==> config.mk <==
export PLATFORM = sky130hd
export DESIGN_NAME = touch_sample_conditioner_top
export DESIGN_NICKNAME = d
export VERILOG_FILES = /design/src/rtl/tsc_pkg.sv /design/src/rtl/tsc_front.sv /design/src/rtl/tsc_job_fifo.sv /design/src/rtl/tsc_divider.sv /design/src/rtl/tsc_back.sv /design/src/rtl/touch_sample_conditioner_top.sv
export VERILOG_INCLUDE_DIRS = /design/src /design/src/rtl
export SDC_FILE = /design/constraint.sdc
export NUM_CORES = 2
export LEC_CHECK = 0
export BUFFER_PORTS_ARGS = -buffer_cell sky130_fd_sc_hd__buf_2
export CELL_PAD_IN_SITES_DETAIL_PLACEMENT = 0
export CELL_PAD_IN_SITES_GLOBAL_PLACEMENT = 1
export CORE_ASPECT_RATIO = 1.5
export CORE_UTILIZATION = 56
export DETAILED_ROUTE_END_ITERATION = 7
export PLACE_DENSITY = 0.95
export SETUP_SLACK_MARGIN = 0.05
export SLEW_MARGIN = 10
export SYNTH_ARGS = -nofsm -noshare
export SYNTH_HDL_FRONTEND = slang
export SYNTH_HIERARCHICAL = 1
export SYNTH_SLANG_ARGS = --single-unit
==> constraint.sdc <==
create_clock -name clock -period 14.28 [get_ports clock]
set_input_delay 0.714 -clock clock [delete_from_list [all_inputs] [get_ports clock]]
set_output_delay 0.714 -clock clock [all_outputs]
set_load 0.05 [all_outputs]
==> src/rtl/touch_sample_conditioner_top_defines.svh <==
// ----------------------------------------------------------------------------
// touch_sample_conditioner_top_defines
// Assertion macros shared by the touch sample conditioner RTL.
// ----------------------------------------------------------------------------
`ifndef TOUCH_SAMPLE_CONDITIONER_TOP_DEFINES_SVH
`define TOUCH_SAMPLE_CONDITIONER_TOP_DEFINES_SVH

`ifndef SYNTHESIS

// same-cycle implication, checked out of reset
`define TSC_ASSERT_IMP(label, ante, cons) \
   label: assert property (@(posedge clock) disable iff (reset) (ante) |-> (cons)) \
      else $error("tsc assertion failed");

// next-cycle implication, checked out of reset
`define TSC_ASSERT_NXT(label, ante, cons) \
   label: assert property (@(posedge clock) disable iff (reset) (ante) |=> (cons)) \
      else $error("tsc assertion failed");

`else

`define TSC_ASSERT_IMP(label, ante, cons)
`define TSC_ASSERT_NXT(label, ante, cons)

`endif

`endif

==> src/rtl/tsc_pkg.sv <==
// ----------------------------------------------------------------------------
// tsc_pkg
// Types and constants of the touch sample conditioner.
// ----------------------------------------------------------------------------
package tsc_pkg;

   localparam int PRESENCE_SAMPLES = 3;
   localparam int POSITION_SAMPLES = 8;
   localparam int SAMPLE_BITS      = 12;

   localparam int FRAME_LEN  = PRESENCE_SAMPLES + POSITION_SAMPLES;
   localparam int INDEX_W    = $clog2(FRAME_LEN);
   localparam int MAX_PHASE  = (PRESENCE_SAMPLES > POSITION_SAMPLES) ?
                               PRESENCE_SAMPLES : POSITION_SAMPLES;
   localparam int COUNT_W    = $clog2(MAX_PHASE + 1);

   localparam int VALID_LOW       = 100;
   localparam int VALID_HIGH      = 3900;
   localparam int PRESENCE_NEEDED = 2;

   localparam int SUM_W = $clog2(MAX_PHASE * VALID_HIGH);

   localparam int REG_W       = 12;
   localparam int ORIENT_W    = 3;
   localparam int CSR_INDEX_W = 3;

   localparam int ORIENT_SWAP     = 0;
   localparam int ORIENT_MIRROR_X = 1;
   localparam int ORIENT_MIRROR_Y = 2;

   localparam logic [REG_W-1:0]    CAL_MIN_RESET      = REG_W'(300);
   localparam logic [REG_W-1:0]    CAL_MAX_RESET      = REG_W'(3700);
   localparam logic [REG_W-1:0]    SCREEN_X_MAX_RESET = REG_W'(319);
   localparam logic [REG_W-1:0]    SCREEN_Y_MAX_RESET = REG_W'(239);
   localparam logic [ORIENT_W-1:0] ORIENT_RESET       = '0;

   // divider width for both dividers: dividend wide enough for |(avg - min) * screen_max|
   localparam int DIV_W     = 2 * REG_W;
   localparam int DIV_CNT_W = $clog2(DIV_W + 1);
   localparam int PROD_W    = 2 * REG_W + 2;
   localparam int VAL_W     = DIV_W + 3;

   localparam int JOB_DEPTH = 2;
   localparam int JOB_PTR_W = $clog2(JOB_DEPTH);
   localparam int JOB_CNT_W = $clog2(JOB_DEPTH + 1);

   typedef enum logic [CSR_INDEX_W-1:0] {
      CSR_CAL_X_MIN    = 3'd0,
      CSR_CAL_Y_MIN    = 3'd1,
      CSR_CAL_X_MAX    = 3'd2,
      CSR_CAL_Y_MAX    = 3'd3,
      CSR_SCREEN_X_MAX = 3'd4,
      CSR_SCREEN_Y_MAX = 3'd5,
      CSR_ORIENTATION  = 3'd6
   } csr_index_type;

   typedef struct packed {
      logic [REG_W-1:0]    cal_x_min;
      logic [REG_W-1:0]    cal_y_min;
      logic [REG_W-1:0]    cal_x_max;
      logic [REG_W-1:0]    cal_y_max;
      logic [REG_W-1:0]    screen_x_max;
      logic [REG_W-1:0]    screen_y_max;
      logic [ORIENT_W-1:0] orientation;
   } cfg_type;

   typedef enum logic {
      JOB_RELEASED,
      JOB_POSITION
   } job_kind_type;

   typedef struct packed {
      job_kind_type       kind;
      logic [COUNT_W-1:0] count;
      logic [SUM_W-1:0]   sum_x;
      logic [SUM_W-1:0]   sum_y;
   } job_type;

   typedef struct packed {
      logic                 start;
      logic [DIV_CNT_W-1:0] steps;
      logic [DIV_W-1:0]     dividend;
      logic [REG_W-1:0]     divisor;
   } div_req_type;

   typedef struct packed {
      logic             busy;
      logic [DIV_W-1:0] quotient;
   } div_rsp_type;

   typedef enum logic [2:0] {
      B_IDLE,
      B_AVG,
      B_MUL,
      B_DIV,
      B_WAIT,
      B_ORIENT,
      B_EMIT
   } back_state_type;

endpackage

==> src/rtl/tsc_front.sv <==
// ----------------------------------------------------------------------------
// tsc_front
// Sample intake: validity check, frame tracking and per-phase accumulation.
// ----------------------------------------------------------------------------
`include "touch_sample_conditioner_top_defines.svh"

module tsc_front (
   input  logic                             clock,
   input  logic                             reset,
   input  logic                             push,
   output logic                             full,
   input  logic [tsc_pkg::SAMPLE_BITS-1:0]  req_raw_x,
   input  logic [tsc_pkg::SAMPLE_BITS-1:0]  req_raw_y,
   output logic                             job_wr_en,
   output tsc_pkg::job_type                 job_wr_data,
   input  logic                             job_full
);
   import tsc_pkg::*;

   logic [INDEX_W-1:0] frame_index_ff, frame_index_in;
   logic [COUNT_W-1:0] valid_count_ff, valid_count_in;
   logic [SUM_W-1:0]   sum_x_ff, sum_x_in;
   logic [SUM_W-1:0]   sum_y_ff, sum_y_in;

   logic               accept;
   logic               sample_ok;
   logic [COUNT_W-1:0] count_next;
   logic [SUM_W-1:0]   sum_x_next;
   logic [SUM_W-1:0]   sum_y_next;

   assign full   = job_full;
   assign accept = push && !job_full;

   assign sample_ok = (32'(req_raw_x) > VALID_LOW) && (32'(req_raw_x) < VALID_HIGH) &&
                      (32'(req_raw_y) > VALID_LOW) && (32'(req_raw_y) < VALID_HIGH);

   assign count_next = valid_count_ff + COUNT_W'(sample_ok);
   assign sum_x_next = sum_x_ff + (sample_ok ? SUM_W'(req_raw_x) : '0);
   assign sum_y_next = sum_y_ff + (sample_ok ? SUM_W'(req_raw_y) : '0);

   always_comb begin
      frame_index_in    = frame_index_ff;
      valid_count_in    = valid_count_ff;
      sum_x_in          = sum_x_ff;
      sum_y_in          = sum_y_ff;
      job_wr_en         = 1'b0;
      job_wr_data.kind  = JOB_RELEASED;
      job_wr_data.count = count_next;
      job_wr_data.sum_x = sum_x_next;
      job_wr_data.sum_y = sum_y_next;
      if (accept) begin
         if (frame_index_ff < INDEX_W'(PRESENCE_SAMPLES)) begin
            if (frame_index_ff == INDEX_W'(PRESENCE_SAMPLES - 1)) begin
               // end of presence check: phase sums restart either way
               valid_count_in = '0;
               sum_x_in       = '0;
               sum_y_in       = '0;
               if (32'(count_next) < PRESENCE_NEEDED) begin
                  frame_index_in = '0;
                  job_wr_en      = 1'b1;
               end else begin
                  frame_index_in = frame_index_ff + 1'b1;
               end
            end else begin
               valid_count_in = count_next;
               sum_x_in       = sum_x_next;
               sum_y_in       = sum_y_next;
               frame_index_in = frame_index_ff + 1'b1;
            end
         end else if (frame_index_ff < INDEX_W'(FRAME_LEN - 1)) begin
            valid_count_in = count_next;
            sum_x_in       = sum_x_next;
            sum_y_in       = sum_y_next;
            frame_index_in = frame_index_ff + 1'b1;
         end else begin
            job_wr_en        = 1'b1;
            job_wr_data.kind = JOB_POSITION;
            valid_count_in   = '0;
            sum_x_in         = '0;
            sum_y_in         = '0;
            frame_index_in   = '0;
         end
      end
   end

   always_ff @(posedge clock) begin
      if (reset) begin
         frame_index_ff <= '0;
         valid_count_ff <= '0;
         sum_x_ff       <= '0;
         sum_y_ff       <= '0;
      end else begin
         frame_index_ff <= frame_index_in;
         valid_count_ff <= valid_count_in;
         sum_x_ff       <= sum_x_in;
         sum_y_ff       <= sum_y_in;
      end
   end

   `TSC_ASSERT_IMP(a_index_in_frame, 1'b1, frame_index_ff < INDEX_W'(FRAME_LEN))
   `TSC_ASSERT_NXT(a_job_ends_frame, job_wr_en, frame_index_ff == '0)

endmodule

==> src/rtl/tsc_job_fifo.sv <==
// ----------------------------------------------------------------------------
// tsc_job_fifo
// Short job queue between the sample front end and the arithmetic back end.
// ----------------------------------------------------------------------------
`include "touch_sample_conditioner_top_defines.svh"

module tsc_job_fifo (
   input  logic             clock,
   input  logic             reset,
   input  logic             wr_en,
   input  tsc_pkg::job_type wr_data,
   output logic             full,
   input  logic             rd_en,
   output tsc_pkg::job_type rd_data,
   output logic             empty
);
   import tsc_pkg::*;

   job_type              mem_ff [JOB_DEPTH];
   logic [JOB_PTR_W-1:0] wr_ptr_ff, wr_ptr_in;
   logic [JOB_PTR_W-1:0] rd_ptr_ff, rd_ptr_in;
   logic [JOB_CNT_W-1:0] count_ff, count_in;
   logic                 do_wr;
   logic                 do_rd;

   assign full    = (count_ff == JOB_CNT_W'(JOB_DEPTH));
   assign empty   = (count_ff == '0);
   assign rd_data = mem_ff[rd_ptr_ff];
   assign do_wr   = wr_en && !full;
   assign do_rd   = rd_en && !empty;

   always_comb begin
      wr_ptr_in = wr_ptr_ff;
      rd_ptr_in = rd_ptr_ff;
      count_in  = count_ff;
      if (do_wr) begin
         wr_ptr_in = (wr_ptr_ff == JOB_PTR_W'(JOB_DEPTH - 1)) ? '0 : wr_ptr_ff + 1'b1;
      end
      if (do_rd) begin
         rd_ptr_in = (rd_ptr_ff == JOB_PTR_W'(JOB_DEPTH - 1)) ? '0 : rd_ptr_ff + 1'b1;
      end
      if (do_wr && !do_rd) begin
         count_in = count_ff + 1'b1;
      end else if (do_rd && !do_wr) begin
         count_in = count_ff - 1'b1;
      end
   end

   always_ff @(posedge clock) begin
      if (do_wr) begin
         mem_ff[wr_ptr_ff] <= wr_data;
      end
   end

   always_ff @(posedge clock) begin
      if (reset) begin
         wr_ptr_ff <= '0;
         rd_ptr_ff <= '0;
         count_ff  <= '0;
      end else begin
         wr_ptr_ff <= wr_ptr_in;
         rd_ptr_ff <= rd_ptr_in;
         count_ff  <= count_in;
      end
   end

   `TSC_ASSERT_IMP(a_no_overflow, wr_en, count_ff < JOB_CNT_W'(JOB_DEPTH))

endmodule

==> src/rtl/tsc_divider.sv <==
// ----------------------------------------------------------------------------
// tsc_divider
// Unsigned restoring divider, one quotient bit per cycle.
// ----------------------------------------------------------------------------
module tsc_divider (
   input  logic                 clock,
   input  logic                 reset,
   input  tsc_pkg::div_req_type req,
   output tsc_pkg::div_rsp_type rsp
);
   import tsc_pkg::*;

   logic [REG_W-1:0]     rem_ff, rem_in;
   logic [DIV_W-1:0]     quo_ff, quo_in;
   logic [REG_W-1:0]     divisor_ff, divisor_in;
   logic [DIV_CNT_W-1:0] count_ff, count_in;

   logic [REG_W:0]       trial;
   logic [REG_W:0]       trial_sub;
   logic                 fits;

   // dividend bits leave at the top of quo_ff, quotient bits enter at the bottom
   assign trial     = {rem_ff, quo_ff[DIV_W-1]};
   assign fits      = (trial >= {1'b0, divisor_ff});
   assign trial_sub = trial - {1'b0, divisor_ff};

   always_comb begin
      rem_in     = rem_ff;
      quo_in     = quo_ff;
      divisor_in = divisor_ff;
      count_in   = count_ff;
      if (req.start) begin
         rem_in     = '0;
         quo_in     = req.dividend;
         divisor_in = req.divisor;
         count_in   = req.steps;
      end else if (count_ff != '0) begin
         rem_in   = fits ? trial_sub[REG_W-1:0] : trial[REG_W-1:0];
         quo_in   = {quo_ff[DIV_W-2:0], fits};
         count_in = count_ff - 1'b1;
      end
   end

   always_ff @(posedge clock) begin
      rem_ff     <= rem_in;
      quo_ff     <= quo_in;
      divisor_ff <= divisor_in;
   end

   always_ff @(posedge clock) begin
      if (reset) begin
         count_ff <= '0;
      end else begin
         count_ff <= count_in;
      end
   end

   assign rsp.busy     = (count_ff != '0);
   assign rsp.quotient = quo_ff;

endmodule

==> src/rtl/tsc_back.sv <==
// ----------------------------------------------------------------------------
// tsc_back
// Job sequencer: averaging, calibration scaling, orientation and result hold.
// ----------------------------------------------------------------------------
`include "touch_sample_conditioner_top_defines.svh"

module tsc_back (
   input  logic                       clock,
   input  logic                       reset,
   input  tsc_pkg::cfg_type           cfg,
   input  tsc_pkg::job_type           job_rd_data,
   input  logic                       job_empty,
   output logic                       job_rd_en,
   output tsc_pkg::div_req_type       div_x_req,
   input  tsc_pkg::div_rsp_type       div_x_rsp,
   output tsc_pkg::div_req_type       div_y_req,
   input  tsc_pkg::div_rsp_type       div_y_rsp,
   output logic                       empty,
   input  logic                       pop,
   output logic                       rsp_pressed,
   output logic [tsc_pkg::REG_W-1:0]  rsp_point_x,
   output logic [tsc_pkg::REG_W-1:0]  rsp_point_y
);
   import tsc_pkg::*;

   function automatic logic [REG_W-1:0] clamp_to(input logic signed [VAL_W-1:0] v,
                                                 input logic [REG_W-1:0] hi);
      logic signed [VAL_W-1:0] hi_v;
      hi_v = $signed(VAL_W'(hi));
      if (v < 0) begin
         return '0;
      end else if (v > hi_v) begin
         return hi;
      end else begin
         return v[REG_W-1:0];
      end
   endfunction

   back_state_type state_ff, state_in;

   logic [SAMPLE_BITS-1:0]  avg_x_ff, avg_x_in;
   logic [SAMPLE_BITS-1:0]  avg_y_ff, avg_y_in;
   logic signed [PROD_W-1:0] prod_x_ff, prod_x_in;
   logic signed [PROD_W-1:0] prod_y_ff, prod_y_in;
   logic signed [VAL_W-1:0] sx_ff, sx_in;
   logic signed [VAL_W-1:0] sy_ff, sy_in;
   logic                    res_pressed_ff, res_pressed_in;
   logic [REG_W-1:0]        res_x_ff, res_x_in;
   logic [REG_W-1:0]        res_y_ff, res_y_in;
   logic                    out_valid_ff, out_valid_in;
   logic                    out_pressed_ff;
   logic [REG_W-1:0]        out_x_ff;
   logic [REG_W-1:0]        out_y_ff;

   logic                    job_avail;
   logic                    range_ok;
   logic                    job_ok;
   logic                    div_done;
   logic                    out_free;
   logic [REG_W-1:0]        x_range;
   logic [REG_W-1:0]        y_range;
   logic signed [REG_W:0]   diff_x;
   logic signed [REG_W:0]   diff_y;
   logic signed [REG_W:0]   scr_x_s;
   logic signed [REG_W:0]   scr_y_s;
   logic signed [PROD_W-1:0] neg_x;
   logic signed [PROD_W-1:0] neg_y;
   logic [DIV_W-1:0]        mag_x;
   logic [DIV_W-1:0]        mag_y;
   logic signed [VAL_W-1:0] qx;
   logic signed [VAL_W-1:0] qy;
   logic signed [VAL_W-1:0] ox, oy, mx, my;
   logic signed [VAL_W-1:0] scr_x_v;
   logic signed [VAL_W-1:0] scr_y_v;

   assign job_avail = !job_empty;
   assign range_ok  = (cfg.cal_x_max > cfg.cal_x_min) && (cfg.cal_y_max > cfg.cal_y_min);
   assign job_ok    = (job_rd_data.kind == JOB_POSITION) && (job_rd_data.count != '0) &&
                      range_ok;
   assign div_done  = !div_x_rsp.busy && !div_y_rsp.busy;
   assign out_free  = !out_valid_ff || pop;
   assign x_range   = cfg.cal_x_max - cfg.cal_x_min;
   assign y_range   = cfg.cal_y_max - cfg.cal_y_min;

   assign diff_x  = $signed((REG_W+1)'(avg_x_ff)) - $signed({1'b0, cfg.cal_x_min});
   assign diff_y  = $signed((REG_W+1)'(avg_y_ff)) - $signed({1'b0, cfg.cal_y_min});
   assign scr_x_s = $signed({1'b0, cfg.screen_x_max});
   assign scr_y_s = $signed({1'b0, cfg.screen_y_max});

   // truncating signed division: divide magnitudes, restore the sign
   assign neg_x = -prod_x_ff;
   assign neg_y = -prod_y_ff;
   assign mag_x = prod_x_ff[PROD_W-1] ? neg_x[DIV_W-1:0] : prod_x_ff[DIV_W-1:0];
   assign mag_y = prod_y_ff[PROD_W-1] ? neg_y[DIV_W-1:0] : prod_y_ff[DIV_W-1:0];
   assign qx    = $signed(VAL_W'(div_x_rsp.quotient));
   assign qy    = $signed(VAL_W'(div_y_rsp.quotient));

   assign scr_x_v = $signed(VAL_W'(cfg.screen_x_max));
   assign scr_y_v = $signed(VAL_W'(cfg.screen_y_max));
   assign ox      = cfg.orientation[ORIENT_SWAP] ? sy_ff : sx_ff;
   assign oy      = cfg.orientation[ORIENT_SWAP] ? sx_ff : sy_ff;
   assign mx      = cfg.orientation[ORIENT_MIRROR_X] ? (scr_x_v - ox) : ox;
   assign my      = cfg.orientation[ORIENT_MIRROR_Y] ? (scr_y_v - oy) : oy;

   // next state
   always_comb begin
      state_in = state_ff;
      case (state_ff)
         B_IDLE: begin
            if (job_avail) begin
               state_in = job_ok ? B_AVG : B_EMIT;
            end
         end
         B_AVG: begin
            if (div_done) begin
               state_in = B_MUL;
            end
         end
         B_MUL:    state_in = B_DIV;
         B_DIV:    state_in = B_WAIT;
         B_WAIT: begin
            if (div_done) begin
               state_in = B_ORIENT;
            end
         end
         B_ORIENT: state_in = B_EMIT;
         B_EMIT: begin
            if (out_free) begin
               state_in = B_IDLE;
            end
         end
         default:  state_in = B_IDLE;
      endcase
   end

   // control outputs
   always_comb begin
      job_rd_en          = 1'b0;
      div_x_req.start    = 1'b0;
      div_x_req.steps    = DIV_CNT_W'(SUM_W);
      div_x_req.dividend = {job_rd_data.sum_x, {(DIV_W-SUM_W){1'b0}}};
      div_x_req.divisor  = REG_W'(job_rd_data.count);
      div_y_req.start    = 1'b0;
      div_y_req.steps    = DIV_CNT_W'(SUM_W);
      div_y_req.dividend = {job_rd_data.sum_y, {(DIV_W-SUM_W){1'b0}}};
      div_y_req.divisor  = REG_W'(job_rd_data.count);
      case (state_ff)
         B_IDLE: begin
            job_rd_en       = job_avail;
            div_x_req.start = job_avail && job_ok;
            div_y_req.start = job_avail && job_ok;
         end
         B_DIV: begin
            div_x_req.start    = 1'b1;
            div_x_req.steps    = DIV_CNT_W'(DIV_W);
            div_x_req.dividend = mag_x;
            div_x_req.divisor  = x_range;
            div_y_req.start    = 1'b1;
            div_y_req.steps    = DIV_CNT_W'(DIV_W);
            div_y_req.dividend = mag_y;
            div_y_req.divisor  = y_range;
         end
         default: begin
         end
      endcase
   end

   // datapath
   always_comb begin
      avg_x_in       = avg_x_ff;
      avg_y_in       = avg_y_ff;
      prod_x_in      = prod_x_ff;
      prod_y_in      = prod_y_ff;
      sx_in          = sx_ff;
      sy_in          = sy_ff;
      res_pressed_in = res_pressed_ff;
      res_x_in       = res_x_ff;
      res_y_in       = res_y_ff;
      case (state_ff)
         B_IDLE: begin
            // released, or pressed with no usable average or calibration: point at origin
            res_pressed_in = (job_rd_data.kind == JOB_POSITION);
            res_x_in       = '0;
            res_y_in       = '0;
         end
         B_AVG: begin
            avg_x_in = div_x_rsp.quotient[SAMPLE_BITS-1:0];
            avg_y_in = div_y_rsp.quotient[SAMPLE_BITS-1:0];
         end
         B_MUL: begin
            prod_x_in = diff_x * scr_x_s;
            prod_y_in = diff_y * scr_y_s;
         end
         B_WAIT: begin
            sx_in = prod_x_ff[PROD_W-1] ? -qx : qx;
            sy_in = prod_y_ff[PROD_W-1] ? -qy : qy;
         end
         B_ORIENT: begin
            res_pressed_in = 1'b1;
            res_x_in       = clamp_to(mx, cfg.screen_x_max);
            res_y_in       = clamp_to(my, cfg.screen_y_max);
         end
         default: begin
         end
      endcase
   end

   always_comb begin
      out_valid_in = out_valid_ff;
      if (state_ff == B_EMIT && out_free) begin
         out_valid_in = 1'b1;
      end else if (pop) begin
         out_valid_in = 1'b0;
      end
   end

   always_ff @(posedge clock) begin
      avg_x_ff       <= avg_x_in;
      avg_y_ff       <= avg_y_in;
      prod_x_ff      <= prod_x_in;
      prod_y_ff      <= prod_y_in;
      sx_ff          <= sx_in;
      sy_ff          <= sy_in;
      res_pressed_ff <= res_pressed_in;
      res_x_ff       <= res_x_in;
      res_y_ff       <= res_y_in;
      if (state_ff == B_EMIT && out_free) begin
         out_pressed_ff <= res_pressed_ff;
         out_x_ff       <= res_x_ff;
         out_y_ff       <= res_y_ff;
      end
   end

   always_ff @(posedge clock) begin
      if (reset) begin
         state_ff     <= B_IDLE;
         out_valid_ff <= 1'b0;
      end else begin
         state_ff     <= state_in;
         out_valid_ff <= out_valid_in;
      end
   end

   assign empty       = !out_valid_ff;
   assign rsp_pressed = out_pressed_ff;
   assign rsp_point_x = out_x_ff;
   assign rsp_point_y = out_y_ff;

   `TSC_ASSERT_IMP(a_div_busy_in_wait, div_x_rsp.busy || div_y_rsp.busy, state_ff == B_AVG || state_ff == B_WAIT)
   `TSC_ASSERT_IMP(a_released_at_origin, out_valid_ff && !out_pressed_ff, out_x_ff == '0 && out_y_ff == '0)
   `TSC_ASSERT_NXT(a_emit_holds, state_ff == B_EMIT && out_valid_ff && !pop, state_ff == B_EMIT)

endmodule

==> src/rtl/touch_sample_conditioner_top.sv <==
// ----------------------------------------------------------------------------
// touch_sample_conditioner_top
// Resistive touch sample averaging and calibration, with register bank.
// ----------------------------------------------------------------------------
//  channel  | ports                               | transaction
//  ---------+-------------------------------------+------------------------------
//  request  | push, full, req_raw_x/y             | push && !full
//  response | empty, pop, rsp_pressed, rsp_point_*| pop && !empty
//  csr      | csr_wr_en, csr_index, csr_wdata     | csr_wr_en, no wait state
//
//  The front end takes one sample per clock while the two-entry job queue has room.
//  A released or origin job goes from the idle state straight to emit; a position
//  job runs through the bit-serial dividers, X and Y side by side: 15 quotient
//  bits for the averages, then 24 for the scaling.
//  Reset is synchronous; no clearing pass. A held response only stalls the
//  back end, and the request side stalls only once the job queue is full.
// ----------------------------------------------------------------------------
module touch_sample_conditioner_top (
   input  logic                               clock,
   input  logic                               reset,
   input  logic                               push,
   output logic                               full,
   input  logic [tsc_pkg::SAMPLE_BITS-1:0]    req_raw_x,
   input  logic [tsc_pkg::SAMPLE_BITS-1:0]    req_raw_y,
   output logic                               empty,
   input  logic                               pop,
   output logic                               rsp_pressed,
   output logic [tsc_pkg::REG_W-1:0]          rsp_point_x,
   output logic [tsc_pkg::REG_W-1:0]          rsp_point_y,
   input  logic                               csr_wr_en,
   input  logic [tsc_pkg::CSR_INDEX_W-1:0]    csr_index,
   input  logic [tsc_pkg::REG_W-1:0]          csr_wdata
);
   import tsc_pkg::*;

   cfg_type     cfg_ff, cfg_in;
   logic        job_wr_en;
   job_type     job_wr_data;
   logic        job_full;
   logic        job_rd_en;
   job_type     job_rd_data;
   logic        job_empty;
   div_req_type div_x_req;
   div_rsp_type div_x_rsp;
   div_req_type div_y_req;
   div_rsp_type div_y_rsp;

   always_comb begin
      cfg_in = cfg_ff;
      if (csr_wr_en) begin
         case (csr_index)
            CSR_CAL_X_MIN:    cfg_in.cal_x_min    = csr_wdata;
            CSR_CAL_Y_MIN:    cfg_in.cal_y_min    = csr_wdata;
            CSR_CAL_X_MAX:    cfg_in.cal_x_max    = csr_wdata;
            CSR_CAL_Y_MAX:    cfg_in.cal_y_max    = csr_wdata;
            CSR_SCREEN_X_MAX: cfg_in.screen_x_max = csr_wdata;
            CSR_SCREEN_Y_MAX: cfg_in.screen_y_max = csr_wdata;
            CSR_ORIENTATION:  cfg_in.orientation  = csr_wdata[ORIENT_W-1:0];
            default: begin
            end
         endcase
      end
   end

   always_ff @(posedge clock) begin
      if (reset) begin
         cfg_ff.cal_x_min    <= CAL_MIN_RESET;
         cfg_ff.cal_y_min    <= CAL_MIN_RESET;
         cfg_ff.cal_x_max    <= CAL_MAX_RESET;
         cfg_ff.cal_y_max    <= CAL_MAX_RESET;
         cfg_ff.screen_x_max <= SCREEN_X_MAX_RESET;
         cfg_ff.screen_y_max <= SCREEN_Y_MAX_RESET;
         cfg_ff.orientation  <= ORIENT_RESET;
      end else begin
         cfg_ff <= cfg_in;
      end
   end

   tsc_front u_front (
      .clock       (clock),
      .reset       (reset),
      .push        (push),
      .full        (full),
      .req_raw_x   (req_raw_x),
      .req_raw_y   (req_raw_y),
      .job_wr_en   (job_wr_en),
      .job_wr_data (job_wr_data),
      .job_full    (job_full)
   );

   tsc_job_fifo u_job_fifo (
      .clock   (clock),
      .reset   (reset),
      .wr_en   (job_wr_en),
      .wr_data (job_wr_data),
      .full    (job_full),
      .rd_en   (job_rd_en),
      .rd_data (job_rd_data),
      .empty   (job_empty)
   );

   tsc_divider u_div_x (
      .clock (clock),
      .reset (reset),
      .req   (div_x_req),
      .rsp   (div_x_rsp)
   );

   tsc_divider u_div_y (
      .clock (clock),
      .reset (reset),
      .req   (div_y_req),
      .rsp   (div_y_rsp)
   );

   tsc_back u_back (
      .clock       (clock),
      .reset       (reset),
      .cfg         (cfg_ff),
      .job_rd_data (job_rd_data),
      .job_empty   (job_empty),
      .job_rd_en   (job_rd_en),
      .div_x_req   (div_x_req),
      .div_x_rsp   (div_x_rsp),
      .div_y_req   (div_y_req),
      .div_y_rsp   (div_y_rsp),
      .empty       (empty),
      .pop         (pop),
      .rsp_pressed (rsp_pressed),
      .rsp_point_x (rsp_point_x),
      .rsp_point_y (rsp_point_y)
   );

endmodule
==> reports/metrics.cfg <==
[die]
initial_utilization_pct = 56.5
ios = 71
die_h_um = 333
rows = 121
die_w_um = 223
core_sq_um = 72500
dieArea_sq_um = 74300

[sta]
final-setup-viol-count = 0
tightest_slew_ns = 1.22
maxSlewViolCount = 0
period_minus_slack_ns = 8.82
slew_headroom_pct = 18.2
whs_ns = 0.394
finClkSkew_ns = 0.0238
setup_tns_ns = 0
fin_crit_sh_pct = 61.8
hold_viol = 0
rsz0062_at_grt = no
max_freq_mhz = 113
setup_ws_ns = 5.46

[worst_setup_path]
worstSetupPathType = flip-flop to flip-flop
crit_path_max_fanout = 12
cp_data_required_time_ns = 14.62
cp-end-kind = flip-flop
cpPeakStageDelay_ns = 0.74
cp_data_arrival_time_ns = 9.16
rr_worst_depth = 31
cp-start-kind = flip-flop
cp_slowest_cell = xnor2_1

[route]
drtIter0Drc = 2108
ant_nets = 0
vias = 30600
via_per_inst = 5.89
drt-total-wl_mm = 104
wl_per_cell_um = 20.0
drc = 0
first_pass_iters = 5

[layout]
drive_above_1_share_pct = 9.63
area_delta_synth_final_pct = 6.79
multiInputGateArea_sq_um = 25400
nets = 4857
seq_area_sq_um = 12700
nFillCells = 6112
antennaDiodeCount = 0

[clocking]
cts_buffers = 49
cts-htree-levels = 2
postCtsHoldBufs = 0
clk_pin_slew_ns = 0.06
clock-sinks = 476
clockRootBuffer = clkbuf_16
cts_setup_buffers = 0
post_cts_resize_count = 0
insertion_delay_ns = 0.62
max-clock-path-buffers = 3
tritoncts = done

[yosys]
yosysWarnings = 6
synth-seq-cells = 476
synth_cells = 4231
synth-async-reset-ratio_pct = 0
avgSynthCellArea_sq_um = 9.69
yosys.area.top_type = edfxtp_1
synth_seq_area_share_pct = 31.1
synth_edf_count = 320
yosysTopAreaCellShare_pct = 23.4
syn-cell-area_sq_um = 41000
synthTopCellsByArea = edfxtp_1 23%, fa_1 15%, ha_1 8.5%
synth-main-ff-cell = edfxtp_1
ys_types = 106

[outcome]
outcome = complete, no violations

[place]
routabilityCongestion = 0.957
place_hpwl_mm = 80.8
port_buffers = 70
pre_cts_ws_ns = 5.55

[grt]
overflow = 0
antenna_found_initial = 2
track_usage_pct = 28.5
grt_pass1_vias = 31200
grt_max_degree = 85
grt_pass1_wl_mm = 166

[flow_run]
drv_cap = 0

[worst_hold_path]
hold_path_class = primary input to flip-flop
whs_path_depth = 3

==> through the flow <==
stage / utilization [%] / std cells / instance area, sq um
final: 60.4 / 5191 / 43800
after global routing: 60.4 / 5191 / 43800
after CTS: 60.4 / 5191 / 43800
after detailed placement: 58.1 / 5099 / 42100
after global placement: 58.1 / 5099 / 42100
after floorplan: - / 4232 / 41000
==> cell usage after synthesis (all sizes together), types with 38 or more instances <==
| library cell | count |
|---|---|
| a21oi | 135 |
| a31oi | 38 |
| and2 | 167 |
| buf | 51 |
| clkbuf | 117 |
| dfxtp | 156 |
| edfxtp | 320 |
| fa | 306 |
| ha | 279 |
| inv | 587 |
| mux2 | 108 |
| mux2i | 139 |
| nand2 | 320 |
| nand2b | 103 |
| nand3 | 53 |
| nor2 | 289 |
| nor3 | 108 |
| o21ai | 194 |
| xnor2 | 145 |
| xor2 | 82 |
==> cells by family after synthesis <==
group	synth area share (%)
AO/OA/AOI/OAI	11.2
XOR/XNOR	4.85
adder cells (fa/ha/maj)	23.5
buffers and inverters	7.26
flip-flops	31.1
multiplexers	6.36
other	0.00915
AND/OR/NAND/NOR	15.8
==> worst max-delay path, delay by kind of cell, from the launching register on <==
kind	cells	cell delay, ns
xor gates and xnor gates	2	0.82
adders and majority gates	7	2.87
and+or+nand+nor	5	1.04
AOI/OAI and AO/OA	12	3.01
buffers and inverters	5	0.35
DFF	1	0.42
==> layout make-up <==
type                            instances  area share [%]
Multi-Input combinational cell       3001            57.9
Timing Repair Buffer                  113            1.54
Clock buffer                           56            2.95
Sequential cell                       476            29.1
Inverter                              587            5.03
Clock inverter                         36           0.832
Tap cell                              922            2.63
==> sequential cells by signal, summed over array words and instances (netlist names), 24 cells and up, named ones only <==
name	cells
cfg_ff	75
u_div_x/quo_ff	24
u_div_y/quo_ff	24
u_back/sx_ff	27
u_back/prod_y_ff	25
u_back/prod_x_ff	25
u_back/sy_ff	27
u_job_fifo/mem_ff	70
==> cell usage in the layout, fill, tap and decap left out, drive strengths merged, types with 21 or more instances in the layout <==
master / count
nand3: 53
clkbuf: 56
nor2b: 36
inv: 593
nor2: 289
mux2: 108
or3: 32
edfxtp: 320
ha: 279
xor2: 82
xnor2: 145
buf: 113
clkinv: 21
and2: 167
o31ai: 35
a31oi: 38
nand2: 320
a21o: 36
mux2i: 139
nand2b: 103
dfxtp: 156
or4: 24
a211oi: 31
a21oi: 135
nor3: 108
nand4: 36
o21ai: 194
o21a: 37
fa: 306
==> worst paths after layout <==
path	slack, ns	endpoint	startpoint
hold / removal	0.39	cfg_ff[38]	csr_wdata[11]
setup / recovery	5.46	u_back/prod_y_ff[25]	cfg_ff[52]
hold reg to reg	0.42	u_back/rsp_point_y[11]	u_back/res_y_ff[11]
setup reg to reg	5.46	u_back/prod_y_ff[25]	cfg_ff[52]
==> routing by layer <==
| metal | wire [um] | global-route usage [%] |
|---|---|---|
| met5 | 21 | 0 |
| met1 | 39200 | 32.1 |
| met2 | 52700 | 50.7 |
| met3 | 4800 | 3.67 |
| met4 | 7050 | 17.9 |
Power is left out: the tool's default activity adds up to more than one toggle a clock period on the data nets, which glitch-free logic cannot reach.
